$ cat src/design/vertex_label_pair_sorter_unit_macros.svh
// Assertion macros for the vertex label pair sorter.
// Used by the top level; expects clk_i and rst_ni in scope.
`ifndef VERTEX_LABEL_PAIR_SORTER_UNIT_MACROS_SVH
`define VERTEX_LABEL_PAIR_SORTER_UNIT_MACROS_SVH

// Check a property on every rising edge outside reset.
`define VLPS_ASSERT(name, prop, msg) \
  name: assert property (@(posedge clk_i) disable iff (!rst_ni) prop) else $error(msg);

// Check a property on every rising edge, reset included.
`define VLPS_ASSERT_ALWAYS(name, prop, msg) \
  name: assert property (@(posedge clk_i) prop) else $error(msg);

`endif

$ cat src/design/vlps_pkg.sv
// Shared constants and types of the vertex label pair sorter.
// No dependencies.
package vlps_pkg;

  localparam int unsigned MaxEntriesDef = 64;
  localparam int unsigned VertexBitsDef = 32;
  localparam int unsigned LabelBits     = 8;

  // Flip the label sign bit so that an unsigned compare orders signed labels.
  localparam logic [LabelBits-1:0] LabelSignFlip = 8'h80;

  // Per-cycle command broadcast to every cell of the chain.
  typedef struct packed {
    logic insert;
    logic shift;
  } cell_ctrl_t;

endpackage

$ cat src/design/vlps_cell.sv
// One cell of the insertion sort chain: holds one pair and its valid bit.
// Depends on vlps_pkg.
module vlps_cell #(
  parameter int unsigned VertexBits = vlps_pkg::VertexBitsDef
) (
  input  logic                                  clk_i,
  input  logic                                  rst_ni,
  input  vlps_pkg::cell_ctrl_t                  ctrl_i,
  input  logic [VertexBits-1:0]                 new_vertex_i,
  input  logic signed [vlps_pkg::LabelBits-1:0] new_label_i,
  input  logic                                  left_valid_i,
  input  logic                                  left_take_i,
  input  logic [VertexBits-1:0]                 left_vertex_i,
  input  logic signed [vlps_pkg::LabelBits-1:0] left_label_i,
  input  logic                                  right_valid_i,
  input  logic [VertexBits-1:0]                 right_vertex_i,
  input  logic signed [vlps_pkg::LabelBits-1:0] right_label_i,
  output logic                                  valid_o,
  output logic                                  take_o,
  output logic [VertexBits-1:0]                 vertex_o,
  output logic signed [vlps_pkg::LabelBits-1:0] label_o
);

  localparam int unsigned KeyBits = VertexBits + vlps_pkg::LabelBits;

  logic                                  valid_q, valid_d;
  logic [VertexBits-1:0]                 vertex_q, vertex_d;
  logic signed [vlps_pkg::LabelBits-1:0] label_q, label_d;
  logic [KeyBits-1:0]                    new_key, own_key;
  logic                                  new_less;
  logic                                  take;

  // Compare keys lexicographically: vertex unsigned, then label signed.
  assign new_key  = {new_vertex_i, new_label_i ^ vlps_pkg::LabelSignFlip};
  assign own_key  = {vertex_q, label_q ^ vlps_pkg::LabelSignFlip};
  assign new_less = new_key < own_key;

  // Take a pair when the new one sorts before ours, or we are the first empty cell.
  assign take = ctrl_i.insert && (valid_q ? new_less : left_valid_i);

  // Shift left while draining; otherwise take the displaced left pair or the new one.
  always_comb begin
    valid_d  = valid_q;
    vertex_d = vertex_q;
    label_d  = label_q;
    if (ctrl_i.shift) begin
      valid_d  = right_valid_i;
      vertex_d = right_vertex_i;
      label_d  = right_label_i;
    end else if (take) begin
      valid_d = 1'b1;
      if (left_take_i) begin
        vertex_d = left_vertex_i;
        label_d  = left_label_i;
      end else begin
        vertex_d = new_vertex_i;
        label_d  = new_label_i;
      end
    end
  end

  always_ff @(posedge clk_i or negedge rst_ni) begin
    if (!rst_ni) begin
      valid_q <= 1'b0;
    end else begin
      valid_q <= valid_d;
    end
  end

  always_ff @(posedge clk_i) begin
    vertex_q <= vertex_d;
    label_q  <= label_d;
  end

  assign valid_o  = valid_q;
  assign take_o   = take;
  assign vertex_o = vertex_q;
  assign label_o  = label_q;

endmodule

$ cat config.mk
export PLATFORM = sky130hd
export DESIGN_NAME = vlps_cell
export DESIGN_NICKNAME = d
export VERILOG_FILES = /design/src/design/vertex_label_pair_sorter_unit_macros.svh /design/src/design/vlps_pkg.sv /design/src/design/vlps_cell.sv
export SDC_FILE = /design/constraint.sdc
export NUM_CORES = 1
export LEC_CHECK = 0
export ABC_AREA = 0
export BUFFER_PORTS_ARGS = -buffer_cell sky130_fd_sc_hd__buf_2
export CAP_MARGIN = 20
export CORE_UTILIZATION = 40
export CTS_BUF_LIST = sky130_fd_sc_hd__clkbuf_8
export DETAILED_ROUTE_END_ITERATION = 10
export HOLD_SLACK_MARGIN = 0.06
export PLACE_DENSITY_LB_ADDON = 0.1
export SLEW_MARGIN = 20
export SYNTH_ARGS = -nofsm -noshare
export SYNTH_HDL_FRONTEND = slang
export SYNTH_SLANG_ARGS = --single-unit
$ cat constraint.sdc
create_clock -name clk_i -period 6.32 [get_ports clk_i]
set_input_delay 0.632 -clock clk_i [delete_from_list [all_inputs] [get_ports clk_i]]
set_output_delay 0.632 -clock clk_i [all_outputs]
set_load 0.01 [all_outputs]
# Word level (Yosys, flattened, before mapping)
# Cells that the tools add are included.
[op_classes]
n_lt_le_gt_ge = 1
reduce_logical = 2
mux = 9
bitwise = 2
[op_table]
columns = ["op", "n"]
rows = [
  ["2-to-1 mux 32 bit", 3],
  ["< comparator 40 bit", 1],
  ["2-to-1 mux 8 bit", 3],
  ["2-to-1 mux 1 bit", 3],
  ["inverter 1 bit", 2],
  ["nonzero test 2 bit", 1],
  ["logical AND 1 bit", 1],
]
[totals]
out_inout_bits = 42
ff_bits = 41

# Logic depth before layout (Yosys ltp)
# Gate-level depths: netlist of run 1.
[logic_depth]
ltp_word = 6
mapped_depth = 8
depth_no_buf = 8

# Least setup slack after synthesis of run 1
# OpenSTA, ideal clock, no wires.
[synth_timing]
kind = "in2reg"
from = "input port new_label_i[2] (netlist bit)"
to = "register label_q, in the netlist label_o[0] (enable)"
required_ps = 5922
arrival_ps = 2798
cell_stages = 7
slack_ps = 3124
cell_sequence = "ha_1 a211oi_1 o21ai_1 a41oi_1 o21ai_0 a2111o_1 nand2_1"
[synth_between]
elab_chain_cells = 4
[synth_rtl]
columns = ["item", "line", "source"]
rows = [
  ["start, declared", "vlps_cell.sv:10", "input logic signed [vlps_pkg::LabelBits-1:0] new_label_i,"],
  ["< comparator 40 bit", "vlps_cell.sv:36", "assign new_less = new_key < own_key;"],
  ["2-to-1 mux 1 bit", "vlps_cell.sv:39", "assign take = ctrl_i.insert && (valid_q ? new_less : left_valid_i);"],
  ["logical AND 1 bit", "vlps_cell.sv:39", ""],
  ["nonzero test 2 bit (no line)", "n/a", ""],
  ["end signal, assigned", "vlps_cell.sv:72", "label_q <= label_d;"],
  ["end, declared", "vlps_cell.sv:28", "logic signed [vlps_pkg::LabelBits-1:0] label_q, label_d;"],
]
# Every way passes these cells.
# A chain may end at the register's enable or synchronous reset.

# Worst setup path in the final report of run 1
[layout_timing]
from = "input port new_vertex_i[31]"
to = "output port take_o"
[layout_between]
elab_chain_cells = 3
[layout_rtl]
columns = ["item", "line", "source"]
rows = [
  ["start, declared", "vlps_cell.sv:9", "input logic [VertexBits-1:0] new_vertex_i,"],
  ["< comparator 40 bit", "vlps_cell.sv:36", ""],
  ["2-to-1 mux 1 bit", "vlps_cell.sv:39", ""],
  ["logical AND 1 bit", "vlps_cell.sv:39", ""],
  ["end, declared", "vlps_cell.sv:19", "output logic take_o,"],
]
# Every way passes these cells.

==> results.toml, run 1 <==
[hold_path]
hold_class = "input port to asynchronous set/reset pin"

[critical_path]
crit_slowest_cell = "nor4_1"
worst-path-buf-inv = 2
cp_common_cell = "buf_2"
r2r_slack_ps = 3310
crit_chain = "buf_2 > ha_1 > nand4_2 > nor4_2 > nand2_1 > nor4_1 > a2111o_1 > o21ai_1 > buf_2"
max_stage_delay_ps = 400
cp_top_family = "simple AND/OR/NAND/NOR gates"
path_depth = 9
setup.worst_path.end_class = "output pin"
worst-path-max-fanout = 3
cp-start-kind = "input port"
cp.arrival_ps = 2590
cp_data_required_time_ps = 5690
critPathKind = "input port to output pin"
reg2reg_depth = 8

[floorplan]
die_x_um = 89.28
die_h_um = 89.28
initial_utilization = 0.4178
core_area_um2 = 7292
row_count = 31
io_pins = 169
dieArea_um2 = 7970

[sta]
final.min_clock_period_ps = 3220
timing.setup.tns_ps = 0
worstMarginPinSlew_ps = 931.6
fin_crit_sh = 0.5095
final_hold_viol_count = 0
slew-limit-headroom = 0.3767
final.setup.worst_slack_ps = 3100
setup_viol = 0
drv_slew = 0
fmax_mhz = 310.6
fin_skew_ps = 4.438
rsz0062_at_grt = "false"

[route]
dr.pass1.iters = 4
via_count = 2802
wirelength_um = 7249
avgRoutedWirePerCell_um = 12.31
viasPerCell = 4.757
drtIter0Drc = 88
drc = 0
drtAntennaViolNets = 0

[logic_synthesis]
synthMuxAreaShare = 0.1314
yosys_warnings = 0
synth_cell_types = 24
synth_compound_area_frac = 0.1298
synth-simple-area-share = 0.1092
synth_seq_cells = 41
syn_nets = 493
synth_area_um2 = 3047
synth_top_family_by_area = "adder cells"
synthAdderAreaFrac = 0.1602
ys_seq_area_frac = 0.4025
syn_inst = 327
syn_avg_cell_area_um2 = 9.317
synth_xor_xnor_area_share = 0

[place]
io_buffers = 168
dp_slack_ps = 2886
place.gp.congestion = 0.8237
postPlaceCellArea_um2 = 3971
dp_hpwl_um = 5768

[grt]
grtUsageTotal = 0.1773
grt_first_pass_wirelength_um = 10730
antenna_found_initial = 0
grt_max_degree = 84
grt_pass1_vias = 2390
overflow = 0

[layout]
n_antenna_cell = 0
nFillCells = 724
layout.nets = 656
multi_input_area_um2 = 1619
area_growth_syn_to_layout_pct = 32.85
final_cell_mix = "168 x buf_2, 59 x nand2_1, 49 x o21ai_0"
fin_area_um2 = 4048
seq_area_um2 = 1226
layout_commonest_cell = "buf_2"
post-route-util = 0.5551
drive_above_1_share = 0.3633

[clock_network]
cts_made_buffers = 5
post-cts-setup-buffer-count = 0
holdBufCountCts = 0
tritoncts = "yes"
path_clk_slew_ps = 70
cts_buffer_depth = 2
cts_resized = 0
clk_latency_ps = 290
htreeDepth = 2
cts_sinks = 41
cts_root_buf = "clkbuf_8"

[run_status]
status = "complete, no violations"

[power_and_ir_drop]
p_int_w = 0.0005148
clkPwrFrac = 0.215
power_density_nw_per_um2 = 182.8
p_leak_nw = 2.129
power.switching_w = 0.0002253
p_comb_frac = 0.310
ir_drop_mv = 0.09388
power_frac_seq = 0.475
swShare = 0.3044

[flow_run]
drv_cap = 0
## cell families (layout without fill, tap and decap cells)
kind of cell,after synthesis,in the layout
flip-flops,41,41
buffers and inverters,53,216
multiplexers,40,40
AO/OA/AOI/OAI,75,75
AND/OR/NAND/NOR,79,79
adder cells (fa/ha/maj),39,39
## power groups by stage
stage | Sequential, W | Clock [W] | Combinational [W]
2_1_floorplan | 0.000372 | 0 | 0.000115
3_3_place_gp | 0.000357 | 0 | 0.000228
3_5_place_dp | 0.000358 | 0 | 0.000232
4_1_cts | 0.000352 | 0.000167 | 0.000234
5_1_grt | 0.000356 | 0.000174 | 0.000262
6_report | 0.000352 | 0.000159 | 0.000229
## path summary, 6_finish.rpt
kind                                             start                     end
min in group clk_i                       right_valid_i     valid_o$_DFFE_PN0P_
max in group asynchronous                       rst_ni     valid_o$_DFFE_PN0P_
worst max register to register  vertex_o[31]$_DFFE_PP_  vertex_o[12]$_DFFE_PP_
worst max-delay path                  new_vertex_i[31]                  take_o
worst min-delay path                            rst_ni     valid_o$_DFFE_PN0P_
worst min register to register     valid_o$_DFFE_PN0P_     valid_o$_DFFE_PN0P_
## sequential cells by signal, indices dropped and copies added, names as in the netlist
signal    count
vertex_o     32
label_o       8
valid_o       1
## synthesized netlist by cell type, drive strengths merged
cell type	number	area, um2
a2111o	1	11.26
a41oi	1	8.760
clkbuf	10	37.54
nand3b	1	7.510
a211oi	2	15.01
nor2	9	33.78
nand2b	1	6.260
buf	4	20.02
edfxtp	40	1201
nand2	60	225.2
dfrtp	1	25.02
nand3	2	10.01
nand4	3	25.02
a21oi	19	95.09
inv	39	146.4
a222oi	1	10.01
o21ai	51	255.3
nor4	2	18.77
mux2i	40	400.4
ha	39	488.0
nor2b	1	6.260
## layer usage
metal | track usage | vias up | routed length, um
met1 | 0.2255 | 1226 | 3239
met3 | 0.03693 | 8 | 463
met5 | 0 | - | 0
met2 | 0.3019 | 93 | 3449
li1 | - | 1475 | -
met4 | 0.05772 | 0 | 97
## metrics by stage
step / hold slack (ps) / power [W] / std cells
2_1_floorplan: 336.4 / 0.0004876 / 327
3_3_place_gp: 406.9 / 0.0005846 / 582
3_5_place_dp: 407.7 / 0.0005906 / 582
4_1_cts: 90.89 / 0.0007526 / 589
5_1_grt: 90.02 / 0.0007913 / 589
6_report: 102.8 / 0.0007401 / 589
## final cells by class
cell class	count	area share
clock inverters	2	0.001855
well taps	99	0.03060
repair buffers	170	0.2114
clock buffers	5	0.01700
inverters	39	0.03617
flip-flops and latches	41	0.3029
multi-input cells	233	0.4000
Note: power is estimated with default switching activity, not from simulation.
==> run 2: changes to the inputs <==
clock period = 2.81 ns   (was 6.32 ns; I/O delays follow)
==> run 2 against run 1 <==
Effect of this change: sequential share of layout area down 1.6 points; utilization rose by 3.0 points; sequential power increased by 120%; via count increased by 1.8%; global-route usage increased by 1.3 points; critical path depth did not move; clock skew up 2.6 ps; final cell count increased by 1.0%; non-clock buffer count up 5; clock power increased by 140%; critical path type is now register to output pin; largest power group unchanged.
==> results.toml, run 2 (synthesis results as in run 1) <==
[run_status]
status = "complete, no violations"

[critical_path]
worst-path-max-fanout = 2
cp_data_required_time_ps = 2530
worst-path-buf-inv = 2
max_stage_delay_ps = 440
cp.arrival_ps = 2340
cp-start-kind = "register"
crit_chain = "inv_1 > ha_1 > a211oi_1 > o21ai_1 > a41oi_1 > o21ai_1 > a2111o_1 > o21ai_1 > buf_2"
crit_slowest_cell = "a2111o_1"
setup.worst_path.end_class = "output pin"
cp_common_cell = "o21ai_1"
critPathKind = "register to output pin"
cp_top_family = "compound AO/OA/AOI/OAI gates"

[grt]
antenna_found_initial = 0
grt_first_pass_wirelength_um = 11400
busiest_layer = "met2"
grtUsageTotal = 0.1908
grt_max_degree = 41
gr-usage-met2 = 0.3366
met3_usage = 0.04894
overflow = 0
grt_pass1_vias = 2545
gr-usage-met1 = 0.2341

[floorplan]
die_x_um = 89.28
initial_utilization = 0.4178
row_count = 31
dieArea_um2 = 7970
io_pins = 169
die_h_um = 89.28
core_area_um2 = 7292

[power_and_ir_drop]
power_frac_seq = 0.449
p_int_w = 0.001220
p_comb_frac = 0.331
clkPwrFrac = 0.220
swShare = 0.3066
p_leak_nw = 2.186
power.switching_w = 0.0005393
ir_drop_mv = 0.2270
power_density_nw_per_um2 = 412.3

[clock_network]
tritoncts = "yes"
htreeDepth = 2
path_clk_slew_ps = 70
clk_latency_ps = 290
cts_buffer_depth = 2
cts_sinks = 41
cts_made_buffers = 5
cts_root_buf = "clkbuf_8"

[layout]
largest_reg_flops = 32
final_cell_mix = "168 x buf_2, 57 x nand2_1, 45 x o21ai_0"
layout_commonest_cell = "buf_2"
n_antenna_cell = 0
layout.nets = 661
instances_no_fill = 595
drive_above_1_share = 0.4073
area_growth_syn_to_layout_pct = 40.04

[route]
drc = 0
via_count = 2853
drtAntennaViolNets = 0
avgRoutedWirePerCell_um = 13.03
drtIter0Drc = 76
wirelength_um = 7751
viasPerCell = 4.795
dr.pass1.iters = 4

[sta]
fmax_mhz = 381.2
slew-limit-headroom = 0.5848
fin_crit_sh = 0.9336
drv_slew = 0
fin_skew_ps = 7.055
rsz0062_at_grt = "true"
setup_viol = 0
worstMarginPinSlew_ps = 622.8
timing.setup.tns_ps = 0
final.min_clock_period_ps = 2623
final_hold_viol_count = 0

[place]
dp_hpwl_um = 6155
place.gp.congestion = 0.7853
dpl.cell_count = 585
io_buffers = 168

[hold_path]
hold_class = "input port to register"

[flow_run]
drv_cap = 0
-- run 2: changes by cell type in the layout (fill, tap and decap cells not counted), moves of 4 or more --
cell / previous run / this run
inv_1: 40 / 36
ha_1: 39 / 32
o21ai_0: 49 / 45
ha_4: 0 / 7
a21oi_2: 0 / 4
a21oi_1: 19 / 15
inv_2: 0 / 5
o21ai_1: 2 / 6
-- run 2: repair_timing --
item,4_1_cts,5_1_grt
pin swaps,0,6
setup endpoints to repair,1,1
hold buffers,1,0
gates resized for setup,2,24
hold endpoints to repair,1,0
setup buffers,0,1
-- run 2: worst paths after layout --
check | start | depth (start not counted) | endpoint | slack, ps
min in group asynchronous | rst_ni | 2 | valid_o$_DFFE_PN0P_ | 300
setup / recovery | label_o[2]$_DFFE_PP_ | 9 | take_o | 190
hold / removal | right_valid_i | 3 | valid_o$_DFFE_PN0P_ | 210
max in group asynchronous | rst_ni | 2 | valid_o$_DFFE_PN0P_ | 2420
hold reg to reg | valid_o$_DFFE_PN0P_ | 2 | valid_o$_DFFE_PN0P_ | 660
setup reg to reg | label_o[2]$_DFFE_PP_ | 9 | vertex_o[0]$_DFFE_PP_ | 330
-- run 2: cell type report --
cell class | instances | area [um2]
clock inverter | 2 | 7.507
clock buffer | 6 | 82.58
timing repair buffer | 175 | 920.9
fill | 710 | 3025
sequential | 41 | 1226
multi-input combinational | 233 | 1759
inverter | 39 | 146.4
tap | 99 | 123.9
-- run 2: tightest hold or removal path: stages --
cell and delay [ps]:
buf_2 70, nand2_1 40, o21ai_0 60
-- run 2: metal layers --
layer | routed length [um] | share of wire
met5 | 0 | 0
met4 | 53 | 0.0068
met3 | 504 | 0.065
met2 | 3828 | 0.49
met1 | 3365 | 0.43
-- run 2: power by group through the flow --
stage	Clock [W]	Combinational (W)	Sequential, W
finish	0.000386	0.000582	0.000790
global route	0.000438	0.000661	0.000798
CTS	0.000408	0.000547	0.000790
detailed placement	0	0.000540	0.000803
global placement	0	0.000527	0.000801
floorplan	0	0.000260	0.000836
-- run 2: per-stage QoR --
stage	utilization	hold slack [ps]	instance area [um2]	power [W]	setup WS, ps
detailed placement	0.5511	61.14	4019	0.001343	123.1
floorplan	-	-14.59	3049	0.001096	185.3
CTS	0.5669	194.2	4134	0.001745	34.08
global route	0.5851	214.2	4267	0.001898	-32.19
global placement	0.5511	59.53	4019	0.001328	200.8
finish	0.5851	209.8	4267	0.001759	186.7
==> run 3: changes to the inputs <==
BUFFER_PORTS_ARGS = -buffer_cell sky130_fd_sc_hd__clkbuf_2   (was -buffer_cell sky130_fd_sc_hd__buf_2)
==> run 3 against run 2 <==
Effect of this change: critical path type unchanged; first-iteration DRC count decreased by 5.3%; largest cell class unchanged; sequential power barely moved; highest routed layer unchanged; worst hold slack worse by 4.8 ps.
==> results.toml, run 3 (synthesis results as in run 1) <==
[run_status]
status = "complete, no violations"

[sta]
drv_slew = 0
fin_skew_ps = 8.229
final.min_clock_period_ps = 2651
worstMarginPinSlew_ps = 516.5
rsz0062_at_grt = "false"
timing.setup.tns_ps = 0
setup_viol = 0
fmax_mhz = 377.3
slew-limit-headroom = 0.6557
final.setup.worst_slack_ps = 159.3
final_hold_viol_count = 0
fin_crit_sh = 0.9433

[place]
dp_slack_ps = 174.1
dp_hpwl_um = 6180
place.gp.congestion = 0.7758
dpl.cell_count = 584
io_buffers = 168

[grt]
antenna_found_initial = 0
grt_first_pass_wirelength_um = 11300
grt_pass1_vias = 2546
grtUsageTotal = 0.1875
overflow = 0
grt_max_degree = 65

[layout]
drive_above_1_share = 0.3798
n_antenna_cell = 0
layout_commonest_cell = "clkbuf_2"
area_growth_syn_to_layout_pct = 37.91
layout.nets = 660
final_cell_mix = "168 x clkbuf_2, 58 x nand2_1, 49 x o21ai_0"
instances_no_fill = 594
largest_reg_flops = 32

[floorplan]
die_h_um = 89.28
row_count = 31
dieArea_um2 = 7970
die_x_um = 89.28
io_pins = 169
core_area_um2 = 7292
initial_utilization = 0.4178

[critical_path]
crit_slowest_cell = "edfxtp_1"
worst-path-max-fanout = 3
cp.arrival_ps = 2370
cp_data_required_time_ps = 2530
cp-start-kind = "register"
crit_path_start = "vertex_o[27]$_DFFE_PP_"
cp_top_family = "compound AO/OA/AOI/OAI gates"
max_stage_delay_ps = 420
setup.worst_path.end_class = "output pin"
rr_startpoint = "vertex_o[27]$_DFFE_PP_"
critPathKind = "register to output pin"
crit_chain = "inv_1 > ha_1 > nand4_1 > nor4_4 > buf_4 > a222oi_1 > o21ai_0 > a2111o_1 > o21ai_1 > clkbuf_2"
worst-path-buf-inv = 3

[clock_network]
cts_sinks = 41
cts_buffer_depth = 2
path_clk_slew_ps = 80
clk_latency_ps = 300
tritoncts = "yes"
cts_root_buf = "clkbuf_8"
htreeDepth = 2
cts_made_buffers = 5

[route]
drtIter0Drc = 72
drc = 0
via_count = 2856
highest_layer = "met4"
wl_met2_um = 3828
m1WireLength_um = 3181
avgRoutedWirePerCell_um = 12.83
wirelength_um = 7620
drtAntennaViolNets = 0
viasPerCell = 4.808
met3_length_um = 502
dr.pass1.iters = 4

[power_and_ir_drop]
power_density_nw_per_um2 = 451.5
ir_drop_mv = 0.2071
p_total_w = 0.001897
p_leak_nw = 2.235

[hold_path]
hold_start = "right_valid_i"
hold_class = "input port to register"

[flow_run]
drv_cap = 0
==> run 3: changes by cell type in the layout (fill, tap and decap cells not counted), moves of 3 or more <==
cell,delta
a21oi_2,-4
a21oi_1,+4
inv_2,-5
ha_1,+7
o21ai_1,-4
o21ai_0,+4
ha_4,-7
clkbuf_2,+168
buf_2,-168
inv_1,+3
==> run 3: power by group <==
| group | internal, W | switching [W] |
|---|---|---|
| sequential | 0.000757 | 0.0000341 |
| combinational | 0.000247 | 0.000296 |
| clock | 0.000353 | 0.000210 |
==> run 3: final cells by class <==
cell class / count / area, um2
Clock buffer: 5 / 68.82
Clock inverter: 3 / 65.06
Fill cell: 701 / 3090
Inverter: 39 / 146.4
Multi-Input combinational cell: 233 / 1658
Sequential cell: 41 / 1226
Tap cell: 99 / 123.9
Timing Repair Buffer: 174 / 913.4
==> run 3: metal layers <==
layer,up-vias,GRT usage
li1,1482,-
met1,1261,0.2271
met2,104,0.3373
met3,9,0.03693
met4,0,0.05483
met5,-,0
==> run 3: worst paths after layout <==
path / to / slack [ps] / cells past startpoint
setup / recovery: take_o / 160 / 10
hold / removal: valid_o$_DFFE_PN0P_ / 210 / 3
setup reg to reg: vertex_o[28]$_DFFE_PP_ / 330 / 10
hold reg to reg: valid_o$_DFFE_PN0P_ / 660 / 2
max in group asynchronous: valid_o$_DFFE_PN0P_ / 2420 / 2
min in group asynchronous: valid_o$_DFFE_PN0P_ / 310 / 2
==> run 3: per-stage QoR <==
step	util	instance area, um2	hold WS (ps)
floorplan	-	3049	-14.59
global placement	0.5501	4011	57.51
detailed placement	0.5501	4011	59.16
CTS	0.5719	4170	201.9
global route	0.5762	4202	237.2
finish	0.5762	4202	205.1
==> run 3: timing repair <==
item,4_1_cts,5_1_grt
endpoints found under the setup margin,1,1
endpoints found under the hold margin,1,0
buffers inserted,0,1
resized for setup,2,4
pin swaps,0,3
hold buffers,1,0
==> run 3: worst min-delay path: stages <==
cell and delay [ps]:
clkbuf_2 80, nand2_1 40, o21ai_0 60
